**config.mk**
```make
export PLATFORM = sky130hd
export DESIGN_NAME = url_percent_decoder_unit
export DESIGN_NICKNAME = d
export VERILOG_FILES = /design/src/rtl/upd_pkg.sv /design/src/rtl/upd_decode.sv /design/src/rtl/url_percent_decoder_unit.sv
export SDC_FILE = /design/constraint.sdc
export NUM_CORES = 1
export LEC_CHECK = 0
export ABC_AREA = 1
export BUFFER_PORTS_ARGS = -buffer_cell sky130_fd_sc_hd__buf_4
export CAP_MARGIN = 20
export CELL_PAD_IN_SITES_DETAIL_PLACEMENT = 1
export CELL_PAD_IN_SITES_GLOBAL_PLACEMENT = 1
export CORE_MARGIN = 4
export CORE_UTILIZATION = 50
export DETAILED_ROUTE_END_ITERATION = 7
export PLACE_DENSITY = 0.91
export SYNTH_ARGS = -nofsm -noshare
export SYNTH_HDL_FRONTEND = slang
export SYNTH_SLANG_ARGS = --single-unit
export TNS_END_PERCENT = 10
```
**constraint.sdc**
```tcl
create_clock -name i_clk -period 4.2 [get_ports i_clk]
set_clock_uncertainty 0.15 [all_clocks]
set_input_delay 0.63 -clock i_clk [delete_from_list [all_inputs] [get_ports i_clk]]
set_output_delay 0.63 -clock i_clk [all_outputs]
set_load 0.02 [all_outputs]
```
**src/rtl/upd_pkg.sv**
```systemverilog
// Shared types, character constants and the hex digit helper for the URL percent decoder.
// No dependencies.
package upd_pkg;

    localparam logic [7:0] CH_PERCENT = 8'h25;
    localparam logic [7:0] CH_PLUS    = 8'h2B;
    localparam logic [7:0] CH_SPACE   = 8'h20;

    localparam int unsigned FIFO_DEPTH = 8;

    // One-hot escape phase.
    typedef enum logic [2:0] {
        PH_PLAIN = 3'b001,   // outside an escape
        PH_PCT   = 3'b010,   // '%' seen
        PH_HEX   = 3'b100    // '%' and one more byte seen
    } t_phase;

    typedef struct packed {
        t_phase     phase;
        logic [7:0] first_digit;
    } t_esc_state;

    typedef struct packed {
        logic [7:0] data;
        logic       last;
    } t_result;

    // Bit 4 set: not a hex digit; else bits 3:0 hold the value.
    function automatic logic [4:0] hex_value(input logic [7:0] c);
        logic [4:0] v;
        v = 5'h10;
        if (c >= 8'h30 && c <= 8'h39) begin
            v = {1'b0, 4'(c - 8'h30)};
        end else if (c >= 8'h61 && c <= 8'h66) begin
            v = {1'b0, 4'(c - 8'h57)};
        end else if (c >= 8'h41 && c <= 8'h46) begin
            v = {1'b0, 4'(c - 8'h37)};
        end
        return v;
    endfunction

    function automatic logic [7:0] map_plain(input logic [7:0] c);
        return (c == CH_PLUS) ? CH_SPACE : c;
    endfunction

endpackage

```
**src/rtl/upd_decode.sv**
```systemverilog
// Combinational decode of one source beat against the escape state.
// Depends on upd_pkg.
module upd_decode (
    input  logic [7:0]          i_byte,
    input  logic                i_last,
    input  upd_pkg::t_esc_state i_state,
    output upd_pkg::t_esc_state o_state,
    output logic [1:0]          o_res_cnt,
    output upd_pkg::t_result    o_res0,
    output upd_pkg::t_result    o_res1
);

    logic [4:0] hi;
    logic [4:0] lo;

    assign hi = upd_pkg::hex_value(i_state.first_digit);
    assign lo = upd_pkg::hex_value(i_byte);

    always_comb begin
        o_state.phase       = upd_pkg::PH_PLAIN;
        o_state.first_digit = '0;
        o_res_cnt           = 2'd1;
        o_res0.data         = upd_pkg::map_plain(i_byte);
        o_res0.last         = i_last;
        o_res1.data         = upd_pkg::map_plain(i_byte);
        o_res1.last         = 1'b1;
        case (i_state.phase)
            upd_pkg::PH_PCT: begin
                if (i_last) begin
                    // cut short: literal '%' then the byte
                    o_res_cnt   = 2'd2;
                    o_res0.data = upd_pkg::CH_PERCENT;
                    o_res0.last = 1'b0;
                end else begin
                    o_res_cnt           = 2'd0;
                    o_state.phase       = upd_pkg::PH_HEX;
                    o_state.first_digit = i_byte;
                end
            end
            upd_pkg::PH_HEX: begin
                if (hi[4]) begin
                    o_res0.data = 8'h00;
                end else if (lo[4]) begin
                    o_res0.data = {4'h0, hi[3:0]};
                end else begin
                    o_res0.data = {hi[3:0], lo[3:0]};
                end
            end
            default: begin
                if (i_byte == upd_pkg::CH_PERCENT && !i_last) begin
                    o_res_cnt     = 2'd0;
                    o_state.phase = upd_pkg::PH_PCT;
                end
            end
        endcase
    end

endmodule

```
**src/rtl/url_percent_decoder_unit.sv**
```systemverilog
// URL percent decoder top level: input register, decode, result queue.
// Depends on upd_pkg and upd_decode.
//
// Decodes a form-urlencoded string one source byte per beat: '+' becomes a
// space, '%' plus two bytes becomes one byte read as hex (non-hex first digit
// gives 0, non-hex second digit gives the first digit alone), everything else
// passes through. A string ending one byte after '%' yields '%' then that
// byte; a lone trailing '%' passes through. Each accepted beat gives zero, one
// or two result beats. One beat per cycle is sustained in both directions
// while the result side keeps taking beats: an accepted beat is registered,
// decoded in the next cycle and pushed into a small result queue (FifoDepth
// entries) that drives the output. o_ready depends only on the queue fill,
// so the two sides never meet combinationally; it drops only when the result
// side holds off long enough for the queue to back up.
module url_percent_decoder_unit #(
    parameter int unsigned FifoDepth = upd_pkg::FIFO_DEPTH
) (
    input  logic       i_clk,
    input  logic       i_rst_n,
    input  logic       i_valid,
    output logic       o_ready,
    input  logic [7:0] i_byte,
    input  logic       i_last,
    output logic       o_valid,
    input  logic       i_ready,
    output logic [7:0] o_byte,
    output logic       o_last
);

    localparam int unsigned PtrW = (FifoDepth > 1) ? $clog2(FifoDepth) : 1;
    localparam int unsigned CntW = $clog2(FifoDepth + 1);
    // room for the beat in the input register and the one accepted now
    localparam logic [CntW-1:0] ReadyMax = CntW'(FifoDepth - 4);
    localparam logic [PtrW-1:0] PtrLast  = PtrW'(FifoDepth - 1);

    // input register
    logic       r_in_valid;
    logic [7:0] r_in_byte;
    logic       r_in_last;

    // escape state
    upd_pkg::t_esc_state r_state;
    upd_pkg::t_esc_state dec_state;
    logic [1:0]          dec_cnt;
    upd_pkg::t_result    dec_res0;
    upd_pkg::t_result    dec_res1;

    // result queue
    upd_pkg::t_result r_fifo [FifoDepth];
    logic [PtrW-1:0]  r_wr_ptr;
    logic [PtrW-1:0]  r_rd_ptr;
    logic [CntW-1:0]  r_count;
    logic [PtrW-1:0]  wr_ptr_1;
    logic [PtrW-1:0]  wr_ptr_2;
    logic [PtrW-1:0]  n_rd_ptr;
    logic [CntW-1:0]  n_count;
    logic [1:0]       push_cnt;
    logic             pop;
    logic             in_take;

    assign o_ready = (r_count <= ReadyMax);
    assign in_take = i_valid && o_ready;

    always_ff @(posedge i_clk) begin
        if (!i_rst_n) begin
            r_in_valid <= 1'b0;
        end else begin
            r_in_valid <= in_take;
        end
    end

    always_ff @(posedge i_clk) begin
        if (in_take) begin
            r_in_byte <= i_byte;
            r_in_last <= i_last;
        end
    end

    upd_decode u_decode (
        .i_byte    (r_in_byte),
        .i_last    (r_in_last),
        .i_state   (r_state),
        .o_state   (dec_state),
        .o_res_cnt (dec_cnt),
        .o_res0    (dec_res0),
        .o_res1    (dec_res1)
    );

    always_ff @(posedge i_clk) begin
        if (!i_rst_n) begin
            r_state.phase       <= upd_pkg::PH_PLAIN;
            r_state.first_digit <= '0;
        end else if (r_in_valid) begin
            r_state <= dec_state;
        end
    end

    // queue bookkeeping
    assign push_cnt = r_in_valid ? dec_cnt : 2'd0;
    assign pop      = o_valid && i_ready;
    assign wr_ptr_1 = (r_wr_ptr == PtrLast) ? '0 : r_wr_ptr + PtrW'(1);
    assign wr_ptr_2 = (wr_ptr_1 == PtrLast) ? '0 : wr_ptr_1 + PtrW'(1);

    always_comb begin
        n_rd_ptr = r_rd_ptr;
        if (pop) begin
            n_rd_ptr = (r_rd_ptr == PtrLast) ? '0 : r_rd_ptr + PtrW'(1);
        end
        n_count = r_count + CntW'(push_cnt) - CntW'(pop);
    end

    always_ff @(posedge i_clk) begin
        if (!i_rst_n) begin
            r_wr_ptr <= '0;
            r_rd_ptr <= '0;
            r_count  <= '0;
        end else begin
            r_rd_ptr <= n_rd_ptr;
            r_count  <= n_count;
            case (push_cnt)
                2'd1:    r_wr_ptr <= wr_ptr_1;
                2'd2:    r_wr_ptr <= wr_ptr_2;
                default: r_wr_ptr <= r_wr_ptr;
            endcase
        end
    end

    always_ff @(posedge i_clk) begin
        if (push_cnt != 2'd0) begin
            r_fifo[r_wr_ptr] <= dec_res0;
        end
        if (push_cnt == 2'd2) begin
            r_fifo[wr_ptr_1] <= dec_res1;
        end
    end

    assign o_valid = (r_count != '0);
    assign o_byte  = r_fifo[r_rd_ptr].data;
    assign o_last  = r_fifo[r_rd_ptr].last;

    // queue never overfills
    a_no_overflow: assert property (@(posedge i_clk) disable iff (!i_rst_n)
        (r_count <= CntW'(FifoDepth)))
        else $error("result queue overflow");

    // a decoded last beat always leaves the escape state clear
    a_last_clears: assert property (@(posedge i_clk) disable iff (!i_rst_n)
        (r_in_valid && r_in_last) |=>
            (r_state.phase == upd_pkg::PH_PLAIN && r_state.first_digit == 8'h00))
        else $error("escape state not cleared after last beat");

    // two results only come from a cut-short escape
    a_two_from_pct: assert property (@(posedge i_clk) disable iff (!i_rst_n)
        (push_cnt == 2'd2) |-> (r_state.phase == upd_pkg::PH_PCT && r_in_last))
        else $error("double result outside a cut-short escape");

endmodule

```
Word level (Yosys, flattened, before mapping):

Memories as Yosys holds them, arrays and structs flattened. A register that Yosys moved wholly into a read port is not among the register bits.
Cells that the tools add are included.

* register bits after elaboration: 31
* bits in latches: 0
* bits in writable memories: 72
* memory bits (read-only): 0
* input port bits: 13
* output and inout port bits: 11
* word-level logic and storage cells: 85
* memories: 1

Memories
* r_fifo: words 8, bits a word 9, rd ports 1, clocked after Yosys merged registers in 1, wr ports 2, RTL line url_percent_decoder_unit.sv:49 `upd_pkg::t_result r_fifo [FifoDepth];`

* add/subtract/negate cells: 11
* $mul: 0
* divide/modulo/power cells: 0
* order comparisons: 13
* equal/unequal tests: 9
* shifts and indexed selects: 0
* mux-type cells: 30
* bitwise gates (word level): 0
* reduce and logical (&&, ||, !) cells: 13

Operators by type and width (count)
* 8-bit by 7-bit greater-or-equal comparator with 1-bit output (second input constant): 4
* 8-bit by 7-bit less-or-equal comparator with 1-bit output (second input constant): 4
* 8-bit two-way mux: 4
* 5-bit two-way mux: 6
* 8-bit by 6-bit == test with 1-bit output (second input constant): 2
* 8-bit by 6-bit greater-or-equal comparator with 1-bit output (second input constant): 2
* 8-bit by 6-bit less-or-equal comparator with 1-bit output (second input constant): 2
* 8-bit case mux with 2 select lines: 1
* 4-bit by 3-bit subtractor with 4-bit output (second input constant): 4
* 3-bit two-way mux: 5
* 3-bit == test (second input constant): 4
* 3-bit case mux with 2 select lines: 2
* 11-bit two-way mux: 1
* 3-bit by 1-bit adder with 3-bit output (second input constant): 3
* 1-bit logical AND: 9
* 9-bit two-way mux: 1
* 4-bit by 1-bit subtractor with 4-bit output (second input constant): 2
* 1-bit two-way mux: 6
* 2-bit two-way mux: 3
* 4-bit by 2-bit adder with 4-bit output: 1
* 4-bit by 3-bit less-or-equal comparator with 1-bit output (second input constant): 1
* 2-bit case mux with 2 select lines: 1
* 2-bit nonzero test: 2
* 4-bit nonzero test: 1
* 5 further kinds: 5

Logic depth before layout (Yosys ltp):

Gate-level depths: netlist of run 1.

* word-level depth: 8
* depth in mapped cells: 17

Hierarchy:

A second synthesis of run 1 with hierarchy kept.

* cells, all modules: 840
* area total of the unflattened synthesis: 6497.5 um^2

Modules (own cells, without submodules)
* url_percent_decoder_unit: times used 1, cells an instance 699, area an instance 5771.8 um^2, sequential area each 2932.8 um^2
* upd_decode: times used 1, cells an instance 141, area an instance 725.7 um^2, sequential area each 0.0 um^2

Worst setup path after synthesis of run 1:

OpenSTA, ideal clock, no wires.

* kind: register to register
* start point: reg r_in_byte[1]
* end point: mem r_fifo[3][1] (netlist bit) (enable)
* library setup time: 0.387 ns
* arrival: 2.354 ns
* required time: 3.663 ns
* slack: 1.310 ns
* stages on the path, launching flop included: 16
* buffers on the path: 0
* clock period less this slack: 2.890 ns
* cell sequence: edfxtp_1 inv_1 ha_1 inv_1 nor3_1 nand4_1 nor2_1 nor2_1 nand2_1 ha_1 inv_1 nor3_1 inv_1 nor2_2 inv_1 o21ai_0

RTL lines
* start: declaration: RTL line url_percent_decoder_unit.sv:38 `logic [7:0] r_in_byte;`
* start signal: assignment: RTL line url_percent_decoder_unit.sv:74 `r_in_byte <= i_byte;`
* end: declaration: RTL line url_percent_decoder_unit.sv:49

==> results of run 1 <==
registers in the layout, summed over array words and instances (netlist names), named ones only:
| name | flops |
|---|---|
| r_wr_ptr | 3 |
| r_in_last | 1 |
| r_state | 11 |
| r_fifo | 72 |
| r_count | 4 |
| r_rd_ptr | 3 |
| r_in_byte | 8 |
| r_in_valid | 1 |
Yosys cell counts, types with 13 or more instances:
| master | n |
|---|---|
| sky130_fd_sc_hd__edfxtp_1 | 73 |
| sky130_fd_sc_hd__a21oi_1 | 15 |
| sky130_fd_sc_hd__inv_1 | 63 |
| sky130_fd_sc_hd__nand3_1 | 20 |
| sky130_fd_sc_hd__nand2_1 | 210 |
| sky130_fd_sc_hd__ha_1 | 21 |
| sky130_fd_sc_hd__dfxtp_1 | 33 |
| sky130_fd_sc_hd__nor2_1 | 111 |
| sky130_fd_sc_hd__o22ai_1 | 16 |
| sky130_fd_sc_hd__clkbuf_1 | 13 |
| sky130_fd_sc_hd__o21ai_0 | 67 |
worst paths after layout:
path / from / end / slack (ns)
worst max-delay path: r_in_byte[1]$_DFFE_PP_ / r_fifo[1][8]$_DFFE_PP_ / 0.70
worst min-delay path: i_byte[7] / r_in_byte[7]$_DFFE_PP_ / 0.30
worst max register to register: r_in_byte[1]$_DFFE_PP_ / r_fifo[1][8]$_DFFE_PP_ / 0.70
worst min register to register: r_state[5]$_SDFFE_PN0P_ / r_state[5]$_SDFFE_PN0P_ / 0.33
area by class of cell:
class	count	area, um^2
tap	143	179
fill	1404	4930
clock buffer	9	225
clock inverter	7	123
multi-input combinational	524	2580
inverter	74	278
timing repair buffer	26	193
sequential	106	2850
critical path: stages (launching register included):
cell,delay [ns]
sky130_fd_sc_hd__edfxtp_1,0.45
sky130_fd_sc_hd__inv_1,0.17
sky130_fd_sc_hd__ha_1,0.21
sky130_fd_sc_hd__inv_1,0.07
sky130_fd_sc_hd__nor3_1,0.18
sky130_fd_sc_hd__nand4_1,0.12
sky130_fd_sc_hd__nor2_1,0.13
sky130_fd_sc_hd__nor2_1,0.07
sky130_fd_sc_hd__nand2_1,0.15
sky130_fd_sc_hd__ha_1,0.22
sky130_fd_sc_hd__inv_1,0.09
sky130_fd_sc_hd__nor3_1,0.14
sky130_fd_sc_hd__inv_1,0.14
sky130_fd_sc_hd__nor2_1,0.38
sky130_fd_sc_hd__inv_1,0.18
sky130_fd_sc_hd__nand2_1,0.32
routing by layer:
| layer | up-vias | track usage | part of all wire |
|---|---|---|---|
| li1 | 2406 | - | - |
| met1 | 2600 | 0.366 | 0.40 |
| met2 | 225 | 0.501 | 0.50 |
| met3 | 48 | 0.0292 | 0.064 |
| met4 | 0 | 0.134 | 0.034 |
| met5 | - | 0 | 0 |
power breakdown:
group | leakage [nW] | switching (W) | total, W | internal (W)
combinational | 1.51 | 0.000810 | 0.00119 | 0.000377
clock | 0.170 | 0.000395 | 0.000983 | 0.000588
sequential | 0.998 | 0.000110 | 0.00134 | 0.00123
cell families (layout without fill, tap and decap cells):
logic type,count (synthesis),count (layout),share of synthesized area
XOR/XNOR,2,2,0.00303
AND/OR/NAND/NOR,375,375,0.269
adder cells (fa/ha/maj),22,22,0.0489
buffers and inverters,92,116,0.0605
AO/OA/AOI/OAI,125,125,0.126
flip-flops,106,106,0.493
stage by stage:
stage               cell area [um^2]  hold slack (ns)  cells
floorplan                       5790            0.295    722
global placement                6070            0.305    871
detailed placement              6070            0.319    871
CTS                             6420            0.296    887
global route                    6430            0.294    889
finish                          6430            0.301    889
==> summary.txt, run 1 <==
YOSYS
-----------------------------------------------------------------------------
Number of synthesized flops with an enable pin .................           73
Sequential fraction of the synthesis area ......................        0.493
Cell type with the largest total area after synthesis .......... sky130_fd_sc_hd__edfxtp_1
Average footprint of a synthesized cell ........................    8.02 um^2
Instance count of the mapped netlist ...........................          722
Distinct cell type count after synthesis .......................           35
Area contributors post-synth ................................... sky130_fd_sc_hd__edfxtp_1 38%, sky130_fd_sc_hd__nand2_1 14%, sky130_fd_sc_hd__dfxtp_1 11%
Netlist area before placement ..................................    5790 um^2
Post-Synthesis Net Count .......................................          757
Synth Register Bits ............................................          106
Synthesis warning total ........................................            0
Share of flip-flops with an asynchronous set or reset ..........            0
Area share of the leading cell type in the synthesized netlist .        0.379
Predominant post-synthesis flop cell ........................... sky130_fd_sc_hd__edfxtp_1

STA
-----------------------------------------------------------------------------
Period minus WS final ..........................................      3.50 ns
Final count of negative-setup-slack endpoints ..................            0
Fraction of the cycle the final worst path needs ...............        0.833
Final number of hold-violating endpoints .......................            0
Total negative slack ...........................................         0 ns
FMAX ...........................................................    0.286 GHz
Worst slew margin ..............................................        0.334
Slew Limit Fails ...............................................            0
Slew @ Worst Pin ...............................................     0.998 ns
Final worst slack ..............................................     0.703 ns
Unrepaired setup endpoints after global routing ................           no

GLOBAL ROUTING
-----------------------------------------------------------------------------
Total GRT Usage ................................................        0.289
Pin count of the biggest net entering global routing ...........           37
First-pass GRT wire length .....................................     29200 um
Antenna violations before repair ...............................            0
Aggregate global routing overflow ..............................            0
Via count of the first global-routing pass .....................         5409

LAYOUT
-----------------------------------------------------------------------------
Area added between synthesis and finish ........................        11.2%
Number of nets at the end of the flow ..........................          776
Diode count ....................................................            0
Share of the core filled with cells ............................        0.566
Commonest non-fill, non-tap cells in the layout ................ 210 x sky130_fd_sc_hd__nand2_1, 111 x sky130_fd_sc_hd__nor2_1, 73 x sky130_fd_sc_hd__edfxtp_1
Most common cell after layout, fill and taps aside ............. sky130_fd_sc_hd__nand2_1
Share of layout cells above drive strength 1 ...................        0.109

DETAILED ROUTING
-----------------------------------------------------------------------------
Routed wire length per instance ................................      20.9 um
Count of vias placed by the detailed router ....................         5279
Final WL .......................................................     18600 um
Length of the first detailed-routing pass in iterations ........            6
Post-detailed-route via-to-cell ratio ..........................         5.94
Initial detailed-routing violation count .......................          428
Post-route DRC .................................................            0
Antenna-violating nets left ....................................            0

CLOCK TREE
-----------------------------------------------------------------------------
Maximum level of the CTS H-tree ................................            3
Clock Latency Late Sink ........................................      0.35 ns
CTS-repair resized insts .......................................            0
Number of buffers added for setup after CTS ....................            0
Number of hold-repair buffers added at the cts stage ...........            0
CTS Sinks ......................................................          106
TritonCTS clock tree ...........................................        built
Num CTS Buffers ................................................            9
Clock transition at the registers of the reported paths ........      0.07 ns
Clk root buf ................................................... sky130_fd_sc_hd__clkbuf_16
Buffer depth of the longest clock path .........................            2

RUN
-----------------------------------------------------------------------------
Max-cap violation count ........................................            0

RUN STATUS
-----------------------------------------------------------------------------
Status ......................................................... complete, no violations

WORST SETUP PATH
-----------------------------------------------------------------------------
Kind of start point of the critical path .......................     register
R2R depth ......................................................           15
Data required, critical path ...................................      4.07 ns
Crit Path Category ............................................. register to register
Maximum fanout along the worst path ............................            9
Kind of capture point of the worst setup path ..................     register
Arrival time reported for the critical path endpoint ...........      3.37 ns

HOLD PATH
-----------------------------------------------------------------------------
Cell count of the worst hold path ..............................            1
Type of the most critical hold path ............................ input port to register

PLACEMENT
-----------------------------------------------------------------------------
HPWL after detailed placement ..................................     13300 um
Number of buffers added on ports ...............................           23
Routability Congestion .........................................        0.892
Pre-CTS WS .....................................................     0.872 ns

POWER
-----------------------------------------------------------------------------
Leakage ........................................................      2.68 nW
Total power after layout .......................................    0.00351 W
Worst-case vdd ir drop .........................................     0.347 mV
Power density normalized to cell area ..........................  546 nW/um^2

FLOORPLANNING
-----------------------------------------------------------------------------
Width of the die ...............................................       116 um
FP Rows ........................................................           39
Starting Density ...............................................        0.509
Die area .......................................................   13400 um^2
Core area ......................................................   11400 um^2
DIE HEIGHT .....................................................       116 um
Number of primary I/O pins .....................................           24

Note: power is estimated with default switching activity, not from simulation.
==> inputs of run 2 (changes only) <==
--- a/config.mk
+++ b/config.mk
@@ -11,9 +11,9 @@
 export CELL_PAD_IN_SITES_DETAIL_PLACEMENT = 1
 export CELL_PAD_IN_SITES_GLOBAL_PLACEMENT = 1
 export CORE_MARGIN = 4
-export CORE_UTILIZATION = 50
+export CORE_UTILIZATION = 42
 export DETAILED_ROUTE_END_ITERATION = 7
-export PLACE_DENSITY = 0.91
+export PLACE_DENSITY = 0.82
 export SYNTH_ARGS = -nofsm -noshare
 export SYNTH_HDL_FRONTEND = slang
 export SYNTH_SLANG_ARGS = --single-unit
==> constraint.sdc (replaced) <==
create_clock -name i_clk -period 3.11 [get_ports i_clk]
set_clock_uncertainty 0.15 [all_clocks]
set_input_delay 0.4665 -clock i_clk [delete_from_list [all_inputs] [get_ports i_clk]]
set_output_delay 0.4665 -clock i_clk [all_outputs]
set_load 0.02 [all_outputs]
==> summary.txt, run 2 (synthesis results as in run 1) <==
RUN STATUS
--------------------------------------------------------------------------------
Status ............................................................ complete, no violations

LAYOUT
--------------------------------------------------------------------------------
Share of layout cells above drive strength 1 ......................        0.153   +0.0447
Number of cells in the finished layout apart from fillers .........          946   +6.4%
Largest register FFs ..............................................           72   unchanged
Number of nets at the end of the flow .............................          800   +3.1%
Area added between synthesis and finish ...........................        14.9%
Diode count .......................................................            0   unchanged
Register with the most flip-flops .................................       r_fifo
Commonest non-fill, non-tap cells in the layout ................... 206 x sky130_fd_sc_hd__nand2_1, 106 x sky130_fd_sc_hd__nor2_1, 73 x sky130_fd_sc_hd__edfxtp_1
Registers with the most flip-flops ................................ r_fifo (72), r_state (11), r_in_byte (8)
Post-layout instance area .........................................    6650 um^2   +3.3%
Most common cell after layout, fill and taps aside ................ sky130_fd_sc_hd__nand2_1

POWER
--------------------------------------------------------------------------------
Total power after layout ..........................................    0.00463 W   +32%
Worst-case vdd ir drop ............................................     0.386 mV   +11%
Leakage ...........................................................      2.78 nW   +3.8%
Power density normalized to cell area .............................  696 nW/um^2   +28%

WORST SETUP PATH
--------------------------------------------------------------------------------
Arrival time reported for the critical path endpoint ..............      2.84 ns   -0.53 ns
Kind of start point of the critical path ..........................     register
Maximum fanout along the worst path ...............................            9   unchanged
Data required, critical path ......................................      3.02 ns   -1.05 ns
Cell-by-cell trace of the critical path ........................... inv_2 > ha_1 > inv_1 > nor3_1 > nand4_1 > nor2_1 > nor2_1 > nand2_1 > ha_1 > inv_2 > nor2_2 > inv_4 > nor2_4 > inv_2 > o21ai_0 > buf_4
Slowest cell on the critical path ................................. sky130_fd_sc_hd__edfxtp_1
Crit Path Category ................................................ register to register
Kind of capture point of the worst setup path .....................     register
Max incr delay on CP ..............................................      0.41 ns   -0.04 ns
Kind of cell with the highest combined delay on the critical path . simple AND/OR/NAND/NOR gates
Cell with the most instances on the worst path .................... sky130_fd_sc_hd__inv_2
CP bufs+invs ......................................................            6   +1

STA
--------------------------------------------------------------------------------
Slew Limit Fails ..................................................            0   unchanged
FMAX ..............................................................    0.342 GHz   +19%
Final count of negative-setup-slack endpoints .....................            0   unchanged
Total negative slack ..............................................         0 ns   unchanged
Final worst slack .................................................     0.183 ns   -0.520 ns
Worst slew margin .................................................        0.467   +0.134
Period minus WS final .............................................      2.93 ns   -0.570 ns
Slew @ Worst Pin ..................................................     0.798 ns   -0.200 ns
Fraction of the cycle the final worst path needs ..................        0.941   +0.109
Final number of hold-violating endpoints ..........................            0   unchanged

GLOBAL ROUTING
--------------------------------------------------------------------------------
Total GRT Usage ...................................................        0.233   -0.0560
Pin count of the biggest net entering global routing ..............           36   -2.7%
Antenna violations before repair ..................................            0   unchanged
Aggregate global routing overflow .................................            0   unchanged
First-pass GRT wire length ........................................     28700 um   -1.8%
Via count of the first global-routing pass ........................         5380   -0.54%

FLOORPLANNING
--------------------------------------------------------------------------------
DIE HEIGHT ........................................................       125 um   +8.5%
Core area .........................................................   13300 um^2   +17%
Number of primary I/O pins ........................................           24   unchanged
Width of the die ..................................................       125 um   +8.5%
FP Rows ...........................................................           42   +7.7%
Die area ..........................................................   15700 um^2   +18%
Starting Density ..................................................        0.434   -0.0754

DETAILED ROUTING
--------------------------------------------------------------------------------
Length of the first detailed-routing pass in iterations ...........            5   -1
Count of vias placed by the detailed router .......................         5100   -3.4%
Initial detailed-routing violation count ..........................          427   -0.23%
Post-detailed-route via-to-cell ratio .............................         5.39   -9.2%
Post-route DRC ....................................................            0   unchanged
Final WL ..........................................................     18400 um   -0.89%
Routed wire length per instance ...................................      19.4 um   -6.9%
Antenna-violating nets left .......................................            0   unchanged

CLOCK TREE
--------------------------------------------------------------------------------
Clock Latency Late Sink ...........................................      0.36 ns   about the same
Buffer depth of the longest clock path ............................            2   unchanged
Num CTS Buffers ...................................................            9   unchanged
Number of hold-repair buffers added at the cts stage ..............            0   unchanged
Clock transition at the registers of the reported paths ...........      0.07 ns   about the same
Clk root buf ...................................................... sky130_fd_sc_hd__clkbuf_16
CTS Sinks .........................................................          106   unchanged
Maximum level of the CTS H-tree ...................................            3   unchanged
TritonCTS clock tree ..............................................        built

PLACEMENT
--------------------------------------------------------------------------------
Number of buffers added on ports ..................................           23   unchanged
Pre-CTS WS ........................................................    0.0121 ns   -0.860 ns
Placed standard-cell area .........................................    6270 um^2   +3.2%
Routability Congestion ............................................        0.880   -1.3%
# placed instances ................................................          924   +6.1%
HPWL after detailed placement .....................................     13200 um   -0.15%

HOLD PATH
--------------------------------------------------------------------------------
Type of the most critical hold path ............................... input port to register

RUN
--------------------------------------------------------------------------------
Max-cap violation count ...........................................            0   unchanged

==> run 2: final cells by class <==
class | count | area [um^2]
Clock buffer | 11 | 233
Clock inverter | 5 | 53.8
Fill cell | 1622 | 6700
Inverter | 74 | 280
Multi-Input combinational cell | 524 | 2640
Sequential cell | 106 | 2850
Tap cell | 176 | 220
Timing Repair Buffer | 50 | 373
==> run 2: metrics by stage <==
stage	hold slack (ns)	utilization
floorplan	0.295	-
CTS	0.127	0.491
finish	0.136	0.498
detailed placement	0.322	0.469
global placement	0.312	0.469
global route	0.118	0.498
==> run 2: where the power goes <==
part	internal, W	switching (W)
Clock	0.000624	0.000514
Combinational	0.000562	0.00116
Sequential	0.00166	0.000103
==> run 2: metal layers <==
| metal | vias to the layer above | share of wire | GRT usage |
|---|---|---|---|
| li1 | 2462 | - | - |
| met4 | 0 | 0.029 | 0.0867 |
| met1 | 2449 | 0.41 | 0.287 |
| met3 | 41 | 0.053 | 0.0435 |
| met2 | 148 | 0.50 | 0.408 |
| met5 | - | 0 | 0 |
==> run 2: final timing paths <==
kind,from,end,slack (ns),depth (start not counted)
worst min-delay path,i_byte[7],r_in_byte[7]$_DFFE_PP_,0.14,1
worst min register to register,r_state[5]$_SDFFE_PN0P_,r_state[5]$_SDFFE_PN0P_,0.32,2
worst max register to register,r_in_byte[1]$_DFFE_PP_,r_fifo[2][2]$_DFFE_PP_,0.18,16
worst max-delay path,r_in_byte[1]$_DFFE_PP_,r_fifo[2][2]$_DFFE_PP_,0.18,16
==> run 2: worst reg2reg max path: cells and delay by family (launching register included) <==
| family | cells | cell delay (ns) |
|---|---|---|
| flip-flops | 1 | 0.41 |
| AND/OR/NAND/NOR | 7 | 0.95 |
| buffers and inverters | 6 | 0.63 |
| AO/OA/AOI/OAI | 1 | 0.10 |
| adder cells (fa/ha/maj) | 2 | 0.40 |
==> run 2: repair_timing <==
item,in CTS,in global routing
setup endpoints to repair,24,123
cloned,0,1
resized for setup,3,17
pin swaps,0,3
setup buffers,0,5
==> inputs of run 3 (changes only) <==
--- a/config.mk
+++ b/config.mk
@@ -12,6 +12,7 @@
 export CELL_PAD_IN_SITES_GLOBAL_PLACEMENT = 1
 export CORE_MARGIN = 4
 export CORE_UTILIZATION = 42
+export CTS_CLUSTER_SIZE = 12
 export DETAILED_ROUTE_END_ITERATION = 7
 export PLACE_DENSITY = 0.82
 export SYNTH_ARGS = -nofsm -noshare
==> constraint.sdc (replaced) <==
create_clock -name i_clk -period 3.11 [get_ports i_clk]
set_clock_uncertainty 0.15 [all_clocks]
set_input_delay 0 -clock i_clk [delete_from_list [all_inputs] [get_ports i_clk]]
set_output_delay 0 -clock i_clk [all_outputs]
set_load 0.02 [all_outputs]
==> summary.txt, run 3 (synthesis results as in run 1) <==
DETAILED ROUTING
------------------------------------------------------------------------
Post-detailed-route via-to-cell ratio .....................         5.50   +2.0%
Antenna-violating nets left ...............................            0   unchanged
Initial detailed-routing violation count ..................          408   -4.4%
Count of vias placed by the detailed router ...............         5250   +2.9%
Final WL ..................................................     18800 um   +2.1%
Post-route DRC ............................................            0   unchanged
Length of the first detailed-routing pass in iterations ...            5   unchanged
Routed wire length per instance ...........................      19.7 um   +1.1%

CLOCK TREE
------------------------------------------------------------------------
TritonCTS clock tree ......................................        built
Clk root buf .............................................. sky130_fd_sc_hd__clkbuf_16
CTS Sinks .................................................          106   unchanged
Maximum level of the CTS H-tree ...........................            3   unchanged
Buffer depth of the longest clock path ....................            2   unchanged
Clock transition at the registers of the reported paths ...      0.07 ns   about the same
Num CTS Buffers ...........................................            9   unchanged
Clock Latency Late Sink ...................................      0.36 ns   about the same

LAYOUT
------------------------------------------------------------------------
Largest register FFs ......................................           72   unchanged
Commonest non-fill, non-tap cells in the layout ........... 206 x sky130_fd_sc_hd__nand2_1, 108 x sky130_fd_sc_hd__nor2_1, 73 x sky130_fd_sc_hd__edfxtp_1
Area added between synthesis and finish ...................        16.8%
Share of layout cells above drive strength 1 ..............        0.141   -0.0120
Register with the most flip-flops .........................       r_fifo
Diode count ...............................................            0   unchanged
Most common cell after layout, fill and taps aside ........ sky130_fd_sc_hd__nand2_1
Number of cells in the finished layout apart from fillers .          955   +0.95%
Number of nets at the end of the flow .....................          809   +1.1%
Post-layout instance area .................................    6760 um^2   +1.7%
Share of the core filled with cells .......................        0.507   +0.00834
Registers with the most flip-flops ........................ r_fifo (72), r_state (11), r_in_byte (8)

WORST SETUP PATH
------------------------------------------------------------------------
R2R depth .................................................           13   -3
Kind of capture point of the worst setup path .............     register
Maximum fanout along the worst path .......................            9   unchanged
Arrival time reported for the critical path endpoint ......      2.91 ns   +0.07 ns
FF-to-FF Start ............................................ r_in_byte[0]$_DFFE_PP_
Reg-to-reg endpoint ....................................... r_fifo[3][5]$_DFFE_PP_
Worst-case register-to-register setup slack ...............      0.24 ns   +0.06 ns
Crit Path Category ........................................ register to register
Kind of start point of the critical path ..................     register
Data required, critical path ..............................      3.15 ns   +0.13 ns
Worst setup path startpoint ............................... r_in_byte[0]$_DFFE_PP_

GLOBAL ROUTING
------------------------------------------------------------------------
Via count of the first global-routing pass ................         5558   +3.3%
Total GRT Usage ...........................................        0.241   +0.00740
Pin count of the biggest net entering global routing ......           36   unchanged
Antenna violations before repair ..........................            0   unchanged
Aggregate global routing overflow .........................            0   unchanged
First-pass GRT wire length ................................     29600 um   +3.2%

STA
------------------------------------------------------------------------
Final worst slack .........................................     0.244 ns   +0.0613 ns
Final number of hold-violating endpoints ..................            0   unchanged
Slew Limit Fails ..........................................            0   unchanged
Fraction of the cycle the final worst path needs ..........        0.921   -0.0197
Total negative slack ......................................         0 ns   unchanged
Unrepaired setup endpoints after global routing ...........          yes
Worst slew margin .........................................        0.448   -0.0191
Final count of negative-setup-slack endpoints .............            0   unchanged
Period minus WS final .....................................      2.87 ns   -0.0613 ns
FMAX ......................................................    0.349 GHz   +2.1%
Slew @ Worst Pin ..........................................     0.827 ns   +0.0286 ns

HOLD PATH
------------------------------------------------------------------------
Type of the most critical hold path ....................... input port to register
Destination of the worst hold path ........................ r_in_byte[7]$_DFFE_PP_
Launch point of the worst hold path .......................    i_byte[7]
Cell count of the worst hold path .........................            2   +1

RUN
------------------------------------------------------------------------
Max-cap violation count ...................................            0   unchanged

PLACEMENT
------------------------------------------------------------------------
Placed standard-cell area .................................    6260 um^2   -0.12%
HPWL after detailed placement .............................     13200 um   about the same
# placed instances ........................................          923   -0.11%
Pre-CTS WS ................................................    0.0771 ns   +0.0650 ns
Routability Congestion ....................................        0.882   +0.19%
Number of buffers added on ports ..........................           23   unchanged

POWER
------------------------------------------------------------------------
Power density normalized to cell area .....................  699 nW/um^2   +0.39%
Leakage ...................................................      2.82 nW   +1.3%
Worst-case vdd ir drop ....................................     0.374 mV   -3.2%

RUN STATUS
------------------------------------------------------------------------
Status .................................................... complete, no violations

FLOORPLANNING
------------------------------------------------------------------------
Die area ..................................................   15700 um^2   unchanged
Core area .................................................   13300 um^2   unchanged
Number of primary I/O pins ................................           24   unchanged
DIE HEIGHT ................................................       125 um   unchanged
FP Rows ...................................................           42   unchanged
Width of the die ..........................................       125 um   unchanged
Starting Density ..........................................        0.434   unchanged

[run 3: cell count changes in the layout (fill, tap and decap cells not counted), moves of 2 or more]
cell,before,now
sky130_fd_sc_hd__dlygate4sd3_1,0,12
sky130_fd_sc_hd__buf_4,49,46
sky130_fd_sc_hd__clkinv_2,3,1
sky130_fd_sc_hd__inv_1,60,62
sky130_fd_sc_hd__nor2_1,106,108
[run 3: area by class of cell]
| class | count | area, um^2 |
|---|---|---|
| clock inverters | 5 | 77.6 |
| flip-flops and latches | 106 | 2850 |
| multi-input cells | 524 | 2630 |
| well taps | 176 | 220 |
| repair buffers | 59 | 470 |
| fillers | 1642 | 6590 |
| clock buffers | 11 | 233 |
| inverters | 74 | 278 |
[run 3: report_power, final]
group	internal, W	switching, W	total [W]
Clock	0.000705	0.000523	0.00123
Sequential	0.00166	0.000103	0.00177
Combinational	0.000561	0.00117	0.00173
[run 3: worst max path at each step]
stage,endpoint,slack (ns),cells past startpoint
final,r_fifo[3][5]$_DFFE_PP_,0.24,13
after CTS,r_fifo[5][3]$_DFFE_PP_,0.03,15
after global routing,r_fifo[3][7]$_DFFE_PP_,-0.004,16
after global placement,r_fifo[1][1]$_DFFE_PP_,0.20,15
after floorplan,r_fifo[3][1]$_DFFE_PP_,0.22,15
after detailed placement,r_fifo[4][7]$_DFFE_PP_,0.08,15
[run 3: metrics by stage]
stage | total power, W | hold WS [ns]
6_report | 0.00472 | 0.206
3_5_place_dp | 0.00347 | 0.0301
5_1_grt | 0.00497 | 0.219
4_1_cts | 0.00470 | 0.197
3_3_place_gp | 0.00340 | 0.0284
2_1_floorplan | 0.00281 | -0.0511
[run 3: worst max-delay path, cell delays in order (launching register included)]
cell	delay, ns
sky130_fd_sc_hd__edfxtp_1	0.47
sky130_fd_sc_hd__ha_1	0.25
sky130_fd_sc_hd__inv_1	0.10
sky130_fd_sc_hd__nor3_2	0.05
sky130_fd_sc_hd__nand4_1	0.12
sky130_fd_sc_hd__nor2_1	0.06
sky130_fd_sc_hd__nor2_1	0.11
sky130_fd_sc_hd__nand2_1	0.12
sky130_fd_sc_hd__ha_1	0.25
sky130_fd_sc_hd__nor2_1	0.21
sky130_fd_sc_hd__inv_1	0.14
sky130_fd_sc_hd__nor2_1	0.44
sky130_fd_sc_hd__nand2_1	0.12
sky130_fd_sc_hd__o21ai_0	0.11
[run 3: routing by layer]
| metal | share of wire | global-route usage | up-vias | wire length (um) |
|---|---|---|---|---|
| met4 | 0.042 | 0.115 | 0 | 788 |
| met3 | 0.047 | 0.0443 | 45 | 886 |
| met2 | 0.49 | 0.413 | 158 | 9240 |
| li1 | - | - | 2481 | - |
| met1 | 0.42 | 0.292 | 2566 | 7870 |
| met5 | 0 | 0 | - | 0 |
[run 3: timing repair]
item | in CTS | in global routing
buffers inserted | 0 | 3
hold buffers | 12 | 0
endpoints found under the hold margin | 22 | 0
gates cloned | 0 | 1
setup endpoints to repair | 32 | 133
pin swaps | 0 | 5
gates resized for setup | 4 | 12
